`src/rtl/sfd_pkg.sv`:
```
// Shared types and constants for the stereo feedback delay core.
// Holds the register map, reset values and the configuration struct; no dependencies.
package sfd_pkg;

   localparam int CSR_INDEX_BITS = 2;
   localparam int CSR_DATA_BITS  = 16;

   localparam logic [CSR_INDEX_BITS-1:0] CSR_DELAY    = 2'd0;
   localparam logic [CSR_INDEX_BITS-1:0] CSR_MIX      = 2'd1;
   localparam logic [CSR_INDEX_BITS-1:0] CSR_FEEDBACK = 2'd2;

   localparam logic [CSR_DATA_BITS-1:0] DELAY_RESET    = 16'd13440;
   localparam logic [CSR_DATA_BITS-1:0] MIX_RESET      = 16'd0;
   localparam logic [CSR_DATA_BITS-1:0] FEEDBACK_RESET = 16'd11796;

   // one half in Q0.16
   localparam int Q16_HALF = 32768;

   typedef struct packed {
      logic [CSR_DATA_BITS-1:0] delay_length;
      logic [CSR_DATA_BITS-1:0] mix_level;
      logic [CSR_DATA_BITS-1:0] feedback_gain;
   } cfg_type;

endpackage

```
`src/rtl/sfd_csr.sv`:
```
// Configuration registers of the delay core: delay, mix and feedback.
// Depends on sfd_pkg for the register map and reset values.
module sfd_csr (
   input  logic                             clock,
   input  logic                             reset,
   input  logic                             csr_valid,
   output logic                             csr_ready,
   input  logic [sfd_pkg::CSR_INDEX_BITS-1:0] csr_index,
   input  logic [sfd_pkg::CSR_DATA_BITS-1:0]  csr_data,
   output sfd_pkg::cfg_type                 cfg
);

   sfd_pkg::cfg_type cfg_ff;
   sfd_pkg::cfg_type cfg_in;

   always_comb begin
      cfg_in = cfg_ff;
      if (csr_valid) begin
         unique case (csr_index)
            sfd_pkg::CSR_DELAY:    cfg_in.delay_length  = csr_data;
            sfd_pkg::CSR_MIX:      cfg_in.mix_level     = csr_data;
            sfd_pkg::CSR_FEEDBACK: cfg_in.feedback_gain = csr_data;
            default:               cfg_in = cfg_ff;
         endcase
      end
   end

   always_ff @(posedge clock) begin
      if (reset) begin
         cfg_ff.delay_length  <= sfd_pkg::DELAY_RESET;
         cfg_ff.mix_level     <= sfd_pkg::MIX_RESET;
         cfg_ff.feedback_gain <= sfd_pkg::FEEDBACK_RESET;
      end else begin
         cfg_ff <= cfg_in;
      end
   end

   assign csr_ready = 1'b1;
   assign cfg       = cfg_ff;

endmodule

```
`config.mk`:
```
export PLATFORM = sky130hd
export DESIGN_NAME = sfd_csr
export DESIGN_NICKNAME = d
export VERILOG_FILES = /design/src/rtl/sfd_pkg.sv /design/src/rtl/sfd_csr.sv
export SDC_FILE = /design/constraint.sdc
export NUM_CORES = 1
export LEC_CHECK = 0
export BUFFER_PORTS_ARGS = -buffer_cell sky130_fd_sc_hd__buf_2
export CAP_MARGIN = 20
export CORE_UTILIZATION = 51
export CTS_BUF_LIST = sky130_fd_sc_hd__clkbuf_4
export CTS_CLUSTER_SIZE = 40
export DETAILED_ROUTE_END_ITERATION = 10
export PLACE_DENSITY = 0.87
export SLEW_MARGIN = 20
export SYNTH_ARGS = -nofsm -noshare
export SYNTH_HDL_FRONTEND = slang
export SYNTH_SLANG_ARGS = --single-unit
```
`constraint.sdc`:
```
create_clock -name clock -period 1 [get_ports clock]
set_clock_uncertainty 0.15 [all_clocks]
set_input_delay 0.05 -clock clock [delete_from_list [all_inputs] [get_ports clock]]
set_output_delay 0.05 -clock clock [all_outputs]
set_load 0.05 [all_outputs]
```
==> results by group <==
Cells and area
  • Layout Nets: 313
  • Most frequent cells in the layout: 54 x nand2b_1, 48 x mux2i_1, 48 x dfxtp_2, 39 x buf_8, 21 x buf_4
  • Final Core Density: 0.897
  • Area of the multi-input gates: 943 sq um
  • Most common cell after layout, fill and taps aside: nand2b_1
  • Finished Layout Cells: 341
  • Diodes inserted: 0
  • Post-Layout Inst Area: 0.00331 sq mm
  • Reg area: 0.00102 sq mm
  • Max FFs per register: 48
  • Fill cells: 141
  • Syn-to-layout area delta: 66.8%
  • Layout cells sized above 1: 0.512

Setup path
  • Crit path DAT: 0.92 ns
  • Crit path launch type: register
  • FF-to-FF setup slack: 0 ns
  • CP startpoint: cfg[47]$_SDFFE_PP0P_
  • CP delay by family, top: flip-flops
  • Crit path max-delay cell type: dfxtp_2
  • Crit Path Max Fanout: 2
  • CP bufs+invs: 1
  • Worst EP required: 0.80 ns
  • Crit-path max cell delay: 0.40 ns
  • Cells along the critical path: buf_8
  • Crit path kind: register to primary output
  • Worst setup EP type: primary output
  • RR Startpoint: cfg[33]$_SDFFE_PP0P_

Synthesis
  • Fraction of synthesized cell area taken by the top area cell type: 0.484
  • Syn. warnings: 0
  • Synth area leader: dfxtp_1
  • Post-Synthesis Cells: 190
  • Register area share after synthesis: 0.484
  • Post-synth cell types: 13
  • Flops & latches, synth: 48
  • Top post-synthesis cells by area: dfxtp_1 48%, mux2i_1 24%, nand2b_1 17%, nor2_1 3.4%, buf_2 1.8%
  • Post-synthesis cell area: 0.00198 sq mm
  • Mean area per synthesized cell: 10.4 sq um
  • Syn Nets: 211

GRT
  • Met3 Use GR: 0.0661
  • Initial antenna violation count: 0
  • GR Util All Layers: 0.251
  • Pin count of the biggest net entering global routing: 38
  • First-pass GRT wire length: 7890 um
  • GR Util met2: 0.413
  • Grt ovf: 0
  • Global route hottest layer: met2
  • Vias in the first global route: 1685
  • Met1 usage: 0.318

Place
  • Port Buffer Count: 68
  • Post-Place Cells: 299
  • GP Congestion: 0.724
  • Hpwl dp: 2840 um
  • Placed instance area: 0.00249 sq mm

Floorplan
  • Core ar.: 0.00369 sq mm
  • Core Rows: 22
  • Initial core utilization: 0.538
  • Die Height: 64.4 um
  • Die ar.: 0.00414 sq mm
  • IO Pins: 70
  • Die W: 64.4 um

Power
  • LEAKAGE: 1.51 nW
  • Power Density: 1230 mW/mm^2
  • VDD IR max: 1270 uV

CTS
  • Root Buffer: clkbuf_4
  • Worst-path clk slew: 0.15 ns
  • TritonCTS clock tree: done
  • Worst-Skew Late Latency: 0.37 ns
  • Maximum clock path buffer count: 2
  • CTS Sinks: 48
  • CTS HTree Levels: 2
  • CTS Buf Count: 5

Detailed routing
  • Vias per std cell: 4.93
  • WL/cell: 16.1 um
  • DR pass1 iterations: 4
  • Residual DRC count: 0
  • Post-Route WL: 5500 um
  • Vias: 1680
  • DRT antenna net count: 0
  • DRT iter0 DRCs: 65

Timing
  • Tcrit/Tclk final: 1.12
  • Count of final setup violators: 48
  • Final min period: 1.12 ns
  • RSZ-0062 raised after global routing: yes
  • Final hold violations: 0
  • Achievable clock frequency: 894 MHz
  • Setup ws final: -0.118 ns
  • Slew Limit Fails: 0
  • Worst Hold Slack: 0.0142 ns

Worst hold path
  • Hold_sp: csr_index[1]
  • Hold crit path type: input pin to register

Run status
  • Failing checks: setup timing
  • Status: finished with violations

Run
  • MaxCap Viol Count: 0
[cell type report]
| type | count | share of cell area |
|---|---|---|
| Multi-Input combinational cell | 127 | 0.285 |
| Clock buffer | 5 | 0.0113 |
| Clock inverter | 3 | 0.0129 |
| Tap cell | 48 | 0.0181 |
| Sequential cell | 48 | 0.309 |
| Timing Repair Buffer | 110 | 0.364 |
[per-stage QoR]
stage	setup TNS [ns]	setup slack, ns	total power (W)
2_1_floorplan	0	0.0616	0.00253
3_3_place_gp	-0.727	-0.131	0.00270
3_5_place_dp	-1.32	-0.166	0.00271
4_1_cts	-4.07	-0.104	0.00402
5_1_grt	-6.29	-0.158	0.00425
6_report	-4.02	-0.118	0.00409
[logic make-up (layout without fill, tap and decap cells)]
family                 Yosys count  count (layout)  share of synthesized area
and+or+nand+nor                 78              78                      0.231
buffers and inverters           15             118                     0.0403
DFF                             48              48                      0.484
other                            1               1                    0.00189
muxes                           48              48                      0.242
[report_power, final]
part / internal, W / leakage (nW) / total, W / switching [W]
registers: 0.00199 / 0.404 / 0.00206 / 0.0000623
clock network: 0.000523 / 0.0428 / 0.00116 / 0.000636
logic: 0.000410 / 1.06 / 0.000870 / 0.000460
total: 0.00293 / 1.51 / 0.00409 / 0.00116
[metal layers]
layer  vias to the layer above  wire [um]
met5                         -          0
met2                        53       2910
met1                       793       2280
met4                         0        104
li1                        822          -
met3                        12        207
[synthesized netlist by cell type (all sizes together)]
master	number
clkbuf	5
dfxtp	48
and3b	2
nor3b	1
nor2	18
mux2i	48
nand3b	2
nand2b	54
or3b	1
buf	10
conb	1
[what timing repair did]
action / in CTS / in global routing
buffers inserted: 8 / 10
endpoints found under the setup margin: 48 / 48
endpoints found under the hold margin: 48 / 0
hold buffers: 16 / 0
gates resized for setup: 114 / 21
[worst paths after layout]
| check | end | cells after the start |
|---|---|---|
| setup reg to reg | cfg[33]$_SDFFE_PP0P_ | 4 |
| hold reg to reg | cfg[41]$_SDFFE_PP0P_ | 2 |
| setup / recovery | cfg[47] | 1 |
| hold / removal | cfg[32]$_SDFFE_PP0P_ | 4 |
Power figures use the tool's default switching activity.
