`src/rtl/sfd_pkg.sv`:
```
// Shared types and constants for the stereo feedback delay core.
// Holds the register map, reset values and the configuration struct; no dependencies.
package sfd_pkg;

   localparam int CSR_INDEX_BITS = 2;
   localparam int CSR_DATA_BITS  = 16;

   localparam logic [CSR_INDEX_BITS-1:0] CSR_DELAY    = 2'd0;
   localparam logic [CSR_INDEX_BITS-1:0] CSR_MIX      = 2'd1;
   localparam logic [CSR_INDEX_BITS-1:0] CSR_FEEDBACK = 2'd2;

   localparam logic [CSR_DATA_BITS-1:0] DELAY_RESET    = 16'd13440;
   localparam logic [CSR_DATA_BITS-1:0] MIX_RESET      = 16'd0;
   localparam logic [CSR_DATA_BITS-1:0] FEEDBACK_RESET = 16'd11796;

   // one half in Q0.16
   localparam int Q16_HALF = 32768;

   typedef struct packed {
      logic [CSR_DATA_BITS-1:0] delay_length;
      logic [CSR_DATA_BITS-1:0] mix_level;
      logic [CSR_DATA_BITS-1:0] feedback_gain;
   } cfg_type;

endpackage

```
`src/rtl/sfd_mix.sv`:
```
// Per-channel arithmetic: registered blend and feedback products, then rounding and
// saturation of the output sample and the sample written back. Depends on sfd_pkg.
module sfd_mix #(
   parameter int SAMPLE_BITS = 24
) (
   input  logic                          clock,
   input  logic                          load,
   input  logic signed [SAMPLE_BITS-1:0] x_in,
   input  logic signed [SAMPLE_BITS-1:0] y_in,
   input  logic [sfd_pkg::CSR_DATA_BITS-1:0] mix_level,
   input  logic [sfd_pkg::CSR_DATA_BITS-1:0] feedback_gain,
   output logic signed [SAMPLE_BITS-1:0] out_sample,
   output logic signed [SAMPLE_BITS-1:0] wr_sample
);

   localparam int SB  = SAMPLE_BITS;
   localparam int PMW = SB + 18;
   localparam int PFW = SB + 17;
   localparam logic signed [SB-1:0] SMAX = {1'b0, {(SB-1){1'b1}}};
   localparam logic signed [SB-1:0] SMIN = {1'b1, {(SB-1){1'b0}}};

   logic signed [SB:0]     diff;
   logic signed [16:0]     mix_s;
   logic signed [16:0]     fb_s;
   logic signed [PMW-1:0]  pm_in;
   logic signed [PFW-1:0]  pf_in;
   logic signed [PMW-1:0]  pm_ff;
   logic signed [PFW-1:0]  pf_ff;
   logic signed [SB-1:0]   x_ff;
   logic signed [PMW:0]    pm_r;
   logic signed [PFW:0]    pf_r;
   logic signed [SB+2:0]   mix_q;
   logic signed [SB+1:0]   fb_q;
   logic signed [SB+3:0]   out_wide;
   logic signed [SB+2:0]   wr_wide;
   logic [4:0]             out_hi;
   logic [3:0]             wr_hi;

   // blend = x + (y - x) * m / 65536
   assign diff  = {y_in[SB-1], y_in} - {x_in[SB-1], x_in};
   assign mix_s = {1'b0, mix_level};
   assign fb_s  = {1'b0, feedback_gain};
   assign pm_in = diff * mix_s;
   assign pf_in = y_in * fb_s;

   always_ff @(posedge clock) begin
      if (load) begin
         x_ff  <= x_in;
         pm_ff <= pm_in;
         pf_ff <= pf_in;
      end
   end

   assign pm_r  = {pm_ff[PMW-1], pm_ff} + (PMW+1)'(sfd_pkg::Q16_HALF);
   assign pf_r  = {pf_ff[PFW-1], pf_ff} + (PFW+1)'(sfd_pkg::Q16_HALF);
   assign mix_q = pm_r[PMW:16];
   assign fb_q  = pf_r[PFW:16];

   assign out_wide = {{4{x_ff[SB-1]}}, x_ff} + {mix_q[SB+2], mix_q};
   assign wr_wide  = {{3{x_ff[SB-1]}}, x_ff} + {{1{fb_q[SB+1]}}, fb_q};
   assign out_hi   = out_wide[SB+3:SB-1];
   assign wr_hi    = wr_wide[SB+2:SB-1];

   always_comb begin
      if ((&out_hi) || !(|out_hi)) begin
         out_sample = out_wide[SB-1:0];
      end else begin
         out_sample = out_hi[4] ? SMIN : SMAX;
      end
      if ((&wr_hi) || !(|wr_hi)) begin
         wr_sample = wr_wide[SB-1:0];
      end else begin
         wr_sample = wr_hi[3] ? SMIN : SMAX;
      end
   end

endmodule

```
`config.mk`:
```
export PLATFORM = sky130hd
export DESIGN_NAME = sfd_mix
export DESIGN_NICKNAME = d
export VERILOG_FILES = /design/src/rtl/sfd_pkg.sv /design/src/rtl/sfd_mix.sv
export SDC_FILE = /design/constraint.sdc
export NUM_CORES = 2
export LEC_CHECK = 0
export BUFFER_PORTS_ARGS = -buffer_cell sky130_fd_sc_hd__buf_2
export CAP_MARGIN = 20
export CORE_UTILIZATION = 58
export DETAILED_ROUTE_END_ITERATION = 10
export GPL_ROUTABILITY_DRIVEN = 0
export GPL_TIMING_DRIVEN = 0
export PLACE_DENSITY = 0.75
export SKIP_CTS_REPAIR_TIMING = 1
export SKIP_LAST_GASP = 1
export SLEW_MARGIN = 20
export SYNTH_ARGS = -nofsm -noshare
export SYNTH_HDL_FRONTEND = slang
export SYNTH_SLANG_ARGS = --single-unit
```
`constraint.sdc`:
```
create_clock -name clock -period 13.2 [get_ports clock]
set_clock_uncertainty 0.15 [all_clocks]
set_input_delay 2.64 -clock clock [delete_from_list [all_inputs] [get_ports clock]]
set_output_delay 2.64 -clock clock [all_outputs]
set_load 0.02 [all_outputs]
```
==> impl_results.md <==
* Post-route ant nets at 0
* Number of synthesized flops with an enable pin at 77
* Hold depth at 1
* Site Rows at 90
* Hold Path Sink: x_ff[23]
* Area leader, netlist: fa_1
* Root Buffer: clkbuf_16
* Setup TNS at 0 ns
* Detailed router's first-iteration violation count at around 2900
* Yosys warnings at 0
* Seq/Total Area, Yosys at 0.0655
* Slowest cell on crit path: xnor2_1
* Ys flop type: edfxtp_1
* Tcrit/Tclk final at 0.960
* Critical path type: in -> reg
* Longest Clk Path Bufs at 2
* # IOs at 130
* Arrival @ worst endpoint at between 10 and 15 ns
* Routed len/inst at approximately 19 um
* Final #Nets at between 5000 and 6000
* Critical Path Sink Type: flip-flop
* Die H at around 250 um
* Fin. max-slew vios at 0
* Synth Instances at about 4000
* Cell variety after synth at 79
* Share of cells above drive strength 1 at 0.0415
* Final WL at between 90 and 100 mm
* Filler Cell Count at 5133
* Vias in the first global route at about 28000
* Sequential cell area at roughly 2300 um2
* HP Start: x_in[23]
* Worst min path class: in -> reg
* CTS sink cnt at just under 80
* GRT overflow at 0
* Total Die Area at approximately 62000 um2
* Syn_area_per_cell at just under 9 um2
* Via count at 27736
* Net Count, Synth at 5091
* Tot GR Track Use at 0.320
* Synth top area cells: fa_1 44%, ha_1 9.9%, inv_1 9.7%, edfxtp_1 6.6%, nand2_1 5.7%
* Post-synth top area share at 0.435
* Largest fanout on the critical path at 10
* Slowest stage delay, CP at 0.74 ns
* Initial DRT Pass Iterations at 10
* Failing checks: design-rule violations
* Post-synthesis async set-or-reset flop share at 0
* Clock-pin slew on the worst setup and hold paths at ~0.070 ns
* Worst Max-Slew Pin Slew at approximately 1.2 ns
* Inserted Clock Buffers at 9
* Initial Utilization at 0.586
* Largest net degree at the start of global routing at a little under 50
* H-tree depth at 3
* Post-layout min period at approximately 13 ns
* Number of max-cap violations at 0
* Commonest cells after routing, fill and taps aside: 913 x inv_1, 767 x fa_1, 538 x nand2_1, 303 x and2_1, 279 x ha_1
* Yosys reg bits at 77
* Highest clock rate at around 80 MHz
* Final Hold Viols at 0
* CTS tree: built
* Rel. slew slack at 0.168
* DRC at 2
* Status: finished, violations left
* Layout area overhead at 5.52%
* CP dominant cell by count: fa_1
* Vias per inst at about 5.7
* IO Port Bufs at about 120
* CORE AREA at 60200 um2
* Critical Path RT at between 10 and 15 ns
* # setup viols final at 0
* Die width at roughly 250 um
* Area of the multi-input gates at 28900 um2
* Most common cell after layout, fill and taps aside: inv_1
* Detail Placement HPWL at slightly above 80 mm
* Syn Std Cell Area at around 35000 um2
* RSZ-0062 raised after global routing: no
* Startpoint Class: input pin
* First-pass GRT wire length at about 150 mm
* Initial antenna violation count at 5
worst max-delay path: cells and delay by family:
family	cells	cell delay, ns
and+or+nand+nor	3	0.66
buffers and inverters	7	1.44
AOI/OAI and AO/OA	13	3.04
xor gates and xnor gates	2	0.85
adders and majority gates	9	3.99
per-layer routing:
metal / track usage / vias to the layer above / share of wire
li1: - / 12343 / -
met1: 0.452 / 13665 / 0.41
met2: 0.478 / 1476 / 0.43
met3: 0.0753 / 244 / 0.11
met4: 0.123 / 8 / 0.044
met5: 0 / - / 0.00072
registers in the layout, indices dropped and copies added (netlist names):
| signal | flops |
|---|---|
| pm_ff | 27 |
| pf_ff | 26 |
| x_ff | 24 |
cells in the mapped netlist, drive strengths merged, types with 12 or more instances:
master,count
and2,303
and3,28
nand3b,12
nor3,20
nand2,539
a21o,42
o211ai,17
edfxtp,77
nand2b,18
clkbuf,140
a21oi,129
inv,913
nor2,93
xnor2,113
a31oi,12
nand4,22
ha,279
fa,767
o21a,21
xor2,58
nor2b,50
buf,13
nand3,52
o21ai,89
a211oi,16
o21bai,14
layout make-up:
type / count / share of cell area
Tap cell: 782 / 0.0263
Inverter: 914 / 0.0922
Buffer: 153 / 0.0162
Antenna cell: 4 / 0.000269
Clock inverter: 7 / 0.00306
Timing Repair Buffer: 119 / 0.0165
Clock buffer: 9 / 0.00605
Sequential cell: 77 / 0.0621
Multi-Input combinational cell: 2819 / 0.777
worst max path at each step:
stage               startpoint        end  slack [ns]  cells past startpoint
floorplan              y_in[0]  pm_ff[41]        2.41                     34
global placement       y_in[0]  pm_ff[40]        0.52                     34
detailed placement     y_in[0]  pm_ff[40]        0.43                     34
CTS                    y_in[0]  pm_ff[40]        0.79                     34
global route           y_in[0]  pm_ff[40]        0.11                     34
finish                 y_in[0]  pm_ff[36]        0.52                     34
stage by stage:
step	hold WS, ns	std cells	utilization	setup WS (ns)	instance area, um2
2_1_floorplan	2.59	3963	-	2.41	35300
3_3_place_gp	2.69	4863	0.612	0.519	36900
3_5_place_dp	2.69	4864	0.612	0.434	36900
4_1_cts	2.31	4880	0.618	0.793	37200
5_1_grt	2.32	4880	0.618	0.107	37200
6_report	2.32	4884	0.618	0.524	37200
cell families (layout without fill, tap and decap cells):
| kind of cell | count (synthesis) | count (layout) | share of synthesized area |
|---|---|---|---|
| xor+xnor | 171 | 171 | 0.0424 |
| fa+ha+maj | 1046 | 1046 | 0.534 |
| buf+inv | 1067 | 1202 | 0.114 |
| simple gates | 1179 | 1179 | 0.164 |
| other cells | 0 | 4 | 0 |
| flops | 77 | 77 | 0.0655 |
| compound gates | 422 | 422 | 0.0790 |
| mux | 1 | 1 | 0.000284 |
Power is not shown: default switching activity piles up to over one toggle a cycle in this logic, so the estimate is an artifact.
